--- src/rtl/btau_pkg.sv ---
`timescale 1ns / 1ps
`default_nettype none
// ----------------------------------------------------------------------------
// Bilinear texel address unit: shared definitions
// Types, constants and stage control shared by the address unit files.
// ----------------------------------------------------------------------------
package btau_pkg;

	localparam int LANES     = 4;
	localparam int LANE_W    = 2;
	localparam int MAX_MIPS  = 16;
	localparam int ADDR_W    = 4;
	localparam int FP_W      = 48;
	localparam int BLEN_W    = 6;

	localparam logic [15:0] LOD_SCALE = 16'd39322;

	localparam logic [1:0] REG_WIDTH_LOG2  = 2'd0;
	localparam logic [1:0] REG_HEIGHT_LOG2 = 2'd1;
	localparam logic [1:0] REG_MIP_COUNT   = 2'd2;

	typedef struct packed {
		logic [31:0] lane0_uv;
		logic [31:0] lane1_uv;
		logic [31:0] lane2_uv;
		logic [31:0] lane3_uv;
		logic [63:0] lane0_footprint;
		logic [63:0] lane1_footprint;
		logic [63:0] lane2_footprint;
		logic [63:0] lane3_footprint;
		logic        use_mips;
	} quad_t;

	typedef struct packed {
		logic [1:0]  lane_index;
		logic [3:0]  mip_level;
		logic [15:0] col_first;
		logic [15:0] col_second;
		logic [15:0] row_first;
		logic [15:0] row_second;
		logic [15:0] frac_x;
		logic [15:0] frac_y;
		logic        last;
	} result_t;

	typedef struct packed {
		logic [15:0] col_first;
		logic [15:0] col_second;
		logic [15:0] row_first;
		logic [15:0] row_second;
		logic [15:0] frac_x;
		logic [15:0] frac_y;
	} lane_res_t;

	typedef struct packed {
		logic [15:0] wmul;
		logic [15:0] hmul;
		logic [16:0] h;
		logic [3:0]  mip_max;
	} cfg_t;

	typedef struct packed {
		logic s1;
		logic s2;
		logic s3;
		logic s4;
		logic s5;
		logic s6;
	} adv_t;

endpackage

`default_nettype wire

--- src/rtl/btau_lane_addr.sv ---
`timescale 1ns / 1ps
`default_nettype none
// ----------------------------------------------------------------------------
// Lane address path
// Scales one lane's coordinate to texel space, carries it alongside the mip
// select, then shifts and masks columns and flipped rows for the level.
// ----------------------------------------------------------------------------
module btau_lane_addr (
	input  wire logic                clk,
	input  wire btau_pkg::adv_t      adv,
	input  wire btau_pkg::cfg_t      cfg,
	input  wire logic [31:0]         uv,
	input  wire logic [3:0]          level,
	output btau_pkg::lane_res_t      res_s6
);
	import btau_pkg::*;

	logic [63:0] pp_s1;
	logic [63:0] pp_s2;
	logic [63:0] pp_s3;
	logic [63:0] pp_s4;
	logic [63:0] pp_s5;

	logic [15:0] x1;
	logic [15:0] y1;
	logic [16:0] x2;
	logic [16:0] r1;
	logic [16:0] r2;
	logic [15:0] wm;
	logic [15:0] hm;
	logic [16:0] c1_sh;
	logic [16:0] c2_sh;
	logic [16:0] r1_sh;
	logic [16:0] r2_sh;

	always_ff @(posedge clk) begin
		if (adv.s1) begin
			pp_s1 <= {32'(uv[31:16]) * 32'(cfg.wmul), 32'(uv[15:0]) * 32'(cfg.hmul)};
		end
		if (adv.s2) begin
			pp_s2 <= pp_s1;
		end
		if (adv.s3) begin
			pp_s3 <= pp_s2;
		end
		if (adv.s4) begin
			pp_s4 <= pp_s3;
		end
		if (adv.s5) begin
			pp_s5 <= pp_s4;
		end
	end

	assign x1    = pp_s5[63:48];
	assign y1    = pp_s5[31:16];
	assign x2    = {1'b0, x1} + 17'd1;
	assign r1    = cfg.h - {1'b0, y1};
	assign r2    = r1 - 17'd1;
	assign wm    = cfg.wmul >> level;
	assign hm    = cfg.hmul >> level;
	assign c1_sh = {1'b0, x1} >> level;
	assign c2_sh = x2 >> level;
	assign r1_sh = r1 >> level;
	assign r2_sh = r2 >> level;

	always_ff @(posedge clk) begin
		if (adv.s6) begin
			res_s6.col_first  <= c1_sh[15:0] & wm;
			res_s6.col_second <= c2_sh[15:0] & wm;
			res_s6.row_first  <= r1_sh[15:0] & hm;
			res_s6.row_second <= r2_sh[15:0] & hm;
			res_s6.frac_x     <= pp_s5[47:32];
			res_s6.frac_y     <= pp_s5[15:0];
		end
	end

endmodule

`default_nettype wire

--- config.mk ---
export PLATFORM = sky130hd
export DESIGN_NAME = btau_lane_addr
export DESIGN_NICKNAME = d
export VERILOG_FILES = /design/src/rtl/btau_pkg.sv /design/src/rtl/btau_lane_addr.sv
export SDC_FILE = /design/constraint.sdc
export NUM_CORES = 2
export LEC_CHECK = 0
export BUFFER_PORTS_ARGS = -buffer_cell sky130_fd_sc_hd__buf_2
export CAP_MARGIN = 20
export CORE_ASPECT_RATIO = 0.5
export CORE_MARGIN = 2
export CORE_UTILIZATION = 35
export CTS_CLUSTER_DIAMETER = 40
export CTS_CLUSTER_SIZE = 20
export DETAILED_ROUTE_END_ITERATION = 8
export HOLD_SLACK_MARGIN = 0.05
export PLACE_DENSITY_LB_ADDON = 0.3
export SETUP_SLACK_MARGIN = 0.3
export SLEW_MARGIN = 10
export SYNTH_ARGS = -nofsm -noshare
export SYNTH_HDL_FRONTEND = slang
export SYNTH_SLANG_ARGS = --single-unit
--- constraint.sdc ---
create_clock -name clk -period 9.95 [get_ports clk]
set_input_delay 1.4925 -clock clk [delete_from_list [all_inputs] [get_ports clk]]
set_output_delay 1.4925 -clock clk [all_outputs]
set_load 0.02 [all_outputs]
=== After elaboration in Yosys (flattened, before gate mapping) ===
Index checks and enable logic that the tools add are counted.
W data, S select, Z words.

* Register bits: 416
* Bits in latches: 0
* RAM bits: 0
* Memory bits (read-only): 0
* Input bits: 96
* Output and inout port bits: 96
* Word-level logic and storage cells: 26
* Memories kept: 0

* Add/subtract/negate cells: 3
* Multiply operators: 2
* Div/mod/pow operators: 0
* $lt $le $gt $ge: 0
* Eq/ne operators: 0
* Shifts and indexed selects: 6
* Mux-type cells: 0
* Bitwise logic cells: 4
* Reduce and logical (&&, ||, !) cells: 0

{| class="wikitable"
|+ Operator list
! operator !! count
|-
| $and A16 B16 Y16 || 4
|-
| $mul A16 B16 Y32 || 2
|-
| $shr A17 B4 Y16 || 3
|-
| $shr A16 B4 Y16 || 3
|-
| $add A16 B1 Y17 const B || 1
|-
| $sub A17 B1 Y17 const B || 1
|-
| $sub A17 B16 Y17 || 1
|}

=== Depth between registers and ports, before layout ===
* Depth in word-level cells: 4
* Depth in mapped cells: 26
* Gate-level depth less buffers: 23

=== Worst setup path before layout ===
OpenSTA, ideal clock, no wires.

* Path type: in2reg
* From: in cfg[28] (netlist bit)
* To: reg pp_s1[31] (data pin)
* Setup time: 0.259 ns
* Arrival time: 7.477 ns
* Data required time: 9.691 ns
* Setup slack: 2.214 ns
* Stages on the path: 26
* Buffers on the path: 3
* Cells stage by stage: clkbuf_1 clkbuf_1 nand2_1 fa_1 inv_1 fa_1 inv_1 fa_1 inv_1 fa_1 fa_1 inv_1 fa_1 inv_1 ha_1 clkbuf_1 and3_1 and3_1 a41oi_1 a31oi_1 a41o_1 o41a_1 a41o_1 nor2_1 a21oi_1 xnor2_1

* Cells in the longest elaborated chain, start to end: 1

{| class="wikitable"
|+ RTL lines
! what !! RTL line !! source
|-
| start: declaration || btau_lane_addr.sv:11 || <nowiki>input wire btau_pkg::cfg_t cfg,</nowiki>
|-
| $mul A16 B16 Y32 || btau_lane_addr.sv:38 || <nowiki>pp_s1 <= {32'(uv[31:16]) * 32'(cfg.wmul), 32'(uv[15:0]) * 32'(cfg.hmul)};</nowiki>
|-
| end signal: assignment || btau_lane_addr.sv:38 ||
|-
| end: declaration || btau_lane_addr.sv:18 || <nowiki>logic [63:0] pp_s1;</nowiki>
|}

No other way between the ends.
A chain may end at the register's enable or synchronous reset.

=== Worst setup path in the final report ===
* From: in cfg[29] (netlist bit)
* To: reg pp_s1[31] (data pin)

The elaborated chain is that of the path after synthesis.

==> metrics.yaml <==
grt_max_degree: 82
first_iter_violations: 1870
synth_edf_count: 416
core_um2: 100000
hpwlAfterDp_um: 65800
place_area_um2: 37500
setup_violations: 0
holdBufCountCts: 0
htreeDepth: 2
postSynth.asyncResetShare: 0
antenna_found_initial: 24
final_nets: 4068
synthTopCellsByArea: "edfxtp_1 35%, fa_1 22%, ha_1 8.0%, inv_1 5.1%, and2_1 4.5%"
cp.required_ns: 10.30
leakagePower_nw: 17.1
drt_wl_total_um: 86100
io_pins: 192
rrSetupSlack_ns: 5.72
finalCriticalPeriod_ns: 7.58
grt_pass1_vias: 24489
synth_flop_cell: "edfxtp_1"
first_pass_iters: 5
hp-class: "flip-flop to flip-flop"
die_w_um: 454
crit_path_end: "pp_s1[31]"
numCtsBuffers: 51
critical_path_class: "input pin to flip-flop"
worstSetupStartpoint: "cfg[29]"
grtUsageTotal: 0.169
yosysTopAreaCellShare: 0.353
r2r_cells: 14
status: "completed"
synthesis.nets: 3972
start_kind: "input pin"
ys_types: 101
p_sw_frac: 0.437
seqPwrFrac: 0.230
avgSynthCellArea_um2: 10.8
post_cts_resize_count: 0
port_buffers: 187
r2r_start: "pp_s5[16]"
vias_per_cell: 5.00
place_ws_ns: 1.77
layout-area-overhead-vs-synth_pct: 11.1
cts_tree: "yes"
row_count: 82
setup_tns_ns: 0
clk_latency_ns: 0.61
dieHeight_um: 229
crit_fanout: 19
ys.warnings.count: 0
worstMarginPinSlew_ns: 0.969
overflow: 0
ys_seq_elements: 416
max_slew_margin: 0.351
slew_viol_final: 0
skew_ns: 0.0243
period_share: 0.762
start_util: 0.353
p_sw_mw: 5.30
post-route-drc-count: 0
yosysSeqAreaShare: 0.353
internal_power_mw: 6.84
clkPwrFrac: 0.155
post_cts_buffers: 0
cts-root-buf: "clkbuf_16"
crit_path_end_kind: "flip-flop"
wl_per_cell_um: 18.2
hold_viol: 0
drive_gt1_frac: 0.116
clk_path_buf_depth: 3
syn_inst: 3261
clock-sinks: 416
finalWorstSetupSlack_ns: 2.37
gp_congestion: 0.865
combPwrFrac: 0.615
timing.fmax_mhz: 132
irDropWorstVdd_mv: 0.435
cp.arrival_ns: 7.93
grt_pass1_wl_um: 138000
num_vias: 23738
cap_violations: 0
rsz0062_at_grt: "no"
cellPowerDensity_nw_per_um2: 309
timing.rr.end: "res_s6[42]"
synth_top_cell_by_area: "edfxtp_1"
synth_area_um2: 35400
design_area_um2: 39300
die_area_um2: 104000
clkTransAtPathRegs_ns: 0.06
antenna_left: 0
-- cell usage after synthesis, drive strengths merged, types with 7 or more instances --
master	count
nor2b	25
or2	15
xor2	25
nand4	12
fa	389
o22ai	10
nand2b	18
nand2	365
edfxtp	416
mux2i	70
mux2	26
nor2	159
nand3	37
o211ai	16
o21a	17
a211oi	45
clkbuf	133
buf	28
and2	255
inv	480
xnor2	47
and3	21
mux4	16
a311oi	7
o21ai	76
ha	226
a21oi	121
a21o	35
nor3	41
a31oi	20
-- cell families after synthesis --
logic type | synth area share
xor+xnor | 0.0193
mux | 0.0386
compound gates | 0.0851
buf+inv | 0.0687
fa+ha+maj | 0.300
simple gates | 0.135
flops | 0.353
-- metrics by stage --
stage	hold WS [ns]	total power, mW	std cells	util
2_1_floorplan	0.400	8.34	3261	-
3_3_place_gp	0.400	10.2	4648	0.375
3_5_place_dp	0.405	10.3	4648	0.375
4_1_cts	0.408	12.2	4742	0.392
5_1_grt	0.405	13.3	4743	0.392
6_report	0.406	12.1	4744	0.392
-- power groups by stage --
stage          clock network, mW  registers, mW  logic [mW]
2_1_floorplan                  0           2.81        5.53
3_3_place_gp                   0           2.83        7.38
3_5_place_dp                   0           2.84        7.45
4_1_cts                     1.93           2.80        7.52
5_1_grt                     2.00           2.83        8.48
6_report                    1.88           2.80        7.46
-- registers in the layout, summed over array words and instances (netlist names) --
signal and flops:
pp_s2 64, pp_s5 64, pp_s1 64, pp_s4 64
pp_s3 64, res_s6 96
-- cell type report --
| type | instances | area, um2 |
|---|---|---|
| fill | 9701 | 60800 |
| multi-input combinational | 2204 | 20500 |
| sequential | 416 | 12500 |
| inverter | 480 | 1800 |
| tap | 1344 | 1680 |
| clock buffer | 54 | 1290 |
| timing repair buffer | 204 | 1070 |
| clock inverter | 40 | 507 |
| antenna | 2 | 5.00 |
-- layout by cell type (no fill, tap or decap), types with 37 or more instances in the layout --
cell type / Yosys / final
and2_1: 255 / 255
clkbuf_16: 0 / 51
nor3_1: 40 / 40
inv_1: 479 / 479
nor2_1: 158 / 158
o21ai_0: 71 / 71
fa_1: 389 / 389
nand3_1: 37 / 37
ha_1: 226 / 226
nand2_1: 365 / 365
mux2i_1: 69 / 69
a211oi_1: 41 / 41
xnor2_1: 43 / 43
a21oi_1: 119 / 119
edfxtp_1: 416 / 416
buf_2: 3 / 183
-- worst min-delay path by stage --
stage	start	endpoint	slack [ns]	depth (start not counted)
2_1_floorplan	pp_s1[0]	pp_s2[0]	0.40	0
3_3_place_gp	pp_s1[2]	pp_s2[2]	0.40	0
3_5_place_dp	pp_s1[16]	pp_s2[16]	0.40	0
4_1_cts	pp_s4[18]	pp_s5[18]	0.41	0
5_1_grt	pp_s4[18]	pp_s5[18]	0.41	0
6_report	pp_s4[18]	pp_s5[18]	0.41	0
-- worst max-delay path: stages --
cell and delay (ns):
buf_2 0.52, nand2_1 0.17, fa_1 0.52, inv_1 0.05
fa_1 0.50, inv_1 0.05, fa_1 0.52, inv_1 0.05
fa_1 0.44, fa_1 0.49, inv_1 0.05, fa_1 0.47
inv_1 0.04, ha_1 0.36, and3_1 0.23, and3_1 0.18
a41oi_1 0.24, a31oi_1 0.18, a41o_1 0.31, o41a_1 0.35
a41o_1 0.25, nor2_1 0.18, a21oi_1 0.12, xnor2_1 0.13
-- per-layer routing --
metal / part of all wire / track usage / vias to the layer above
li1: - / - / 11067
met1: 0.46 / 0.242 / 11918
met2: 0.45 / 0.269 / 637
met3: 0.062 / 0.0283 / 108
met4: 0.018 / 0.0353 / 8
met5: 0.00046 / 0 / -
(Power assumes the default switching activity.)
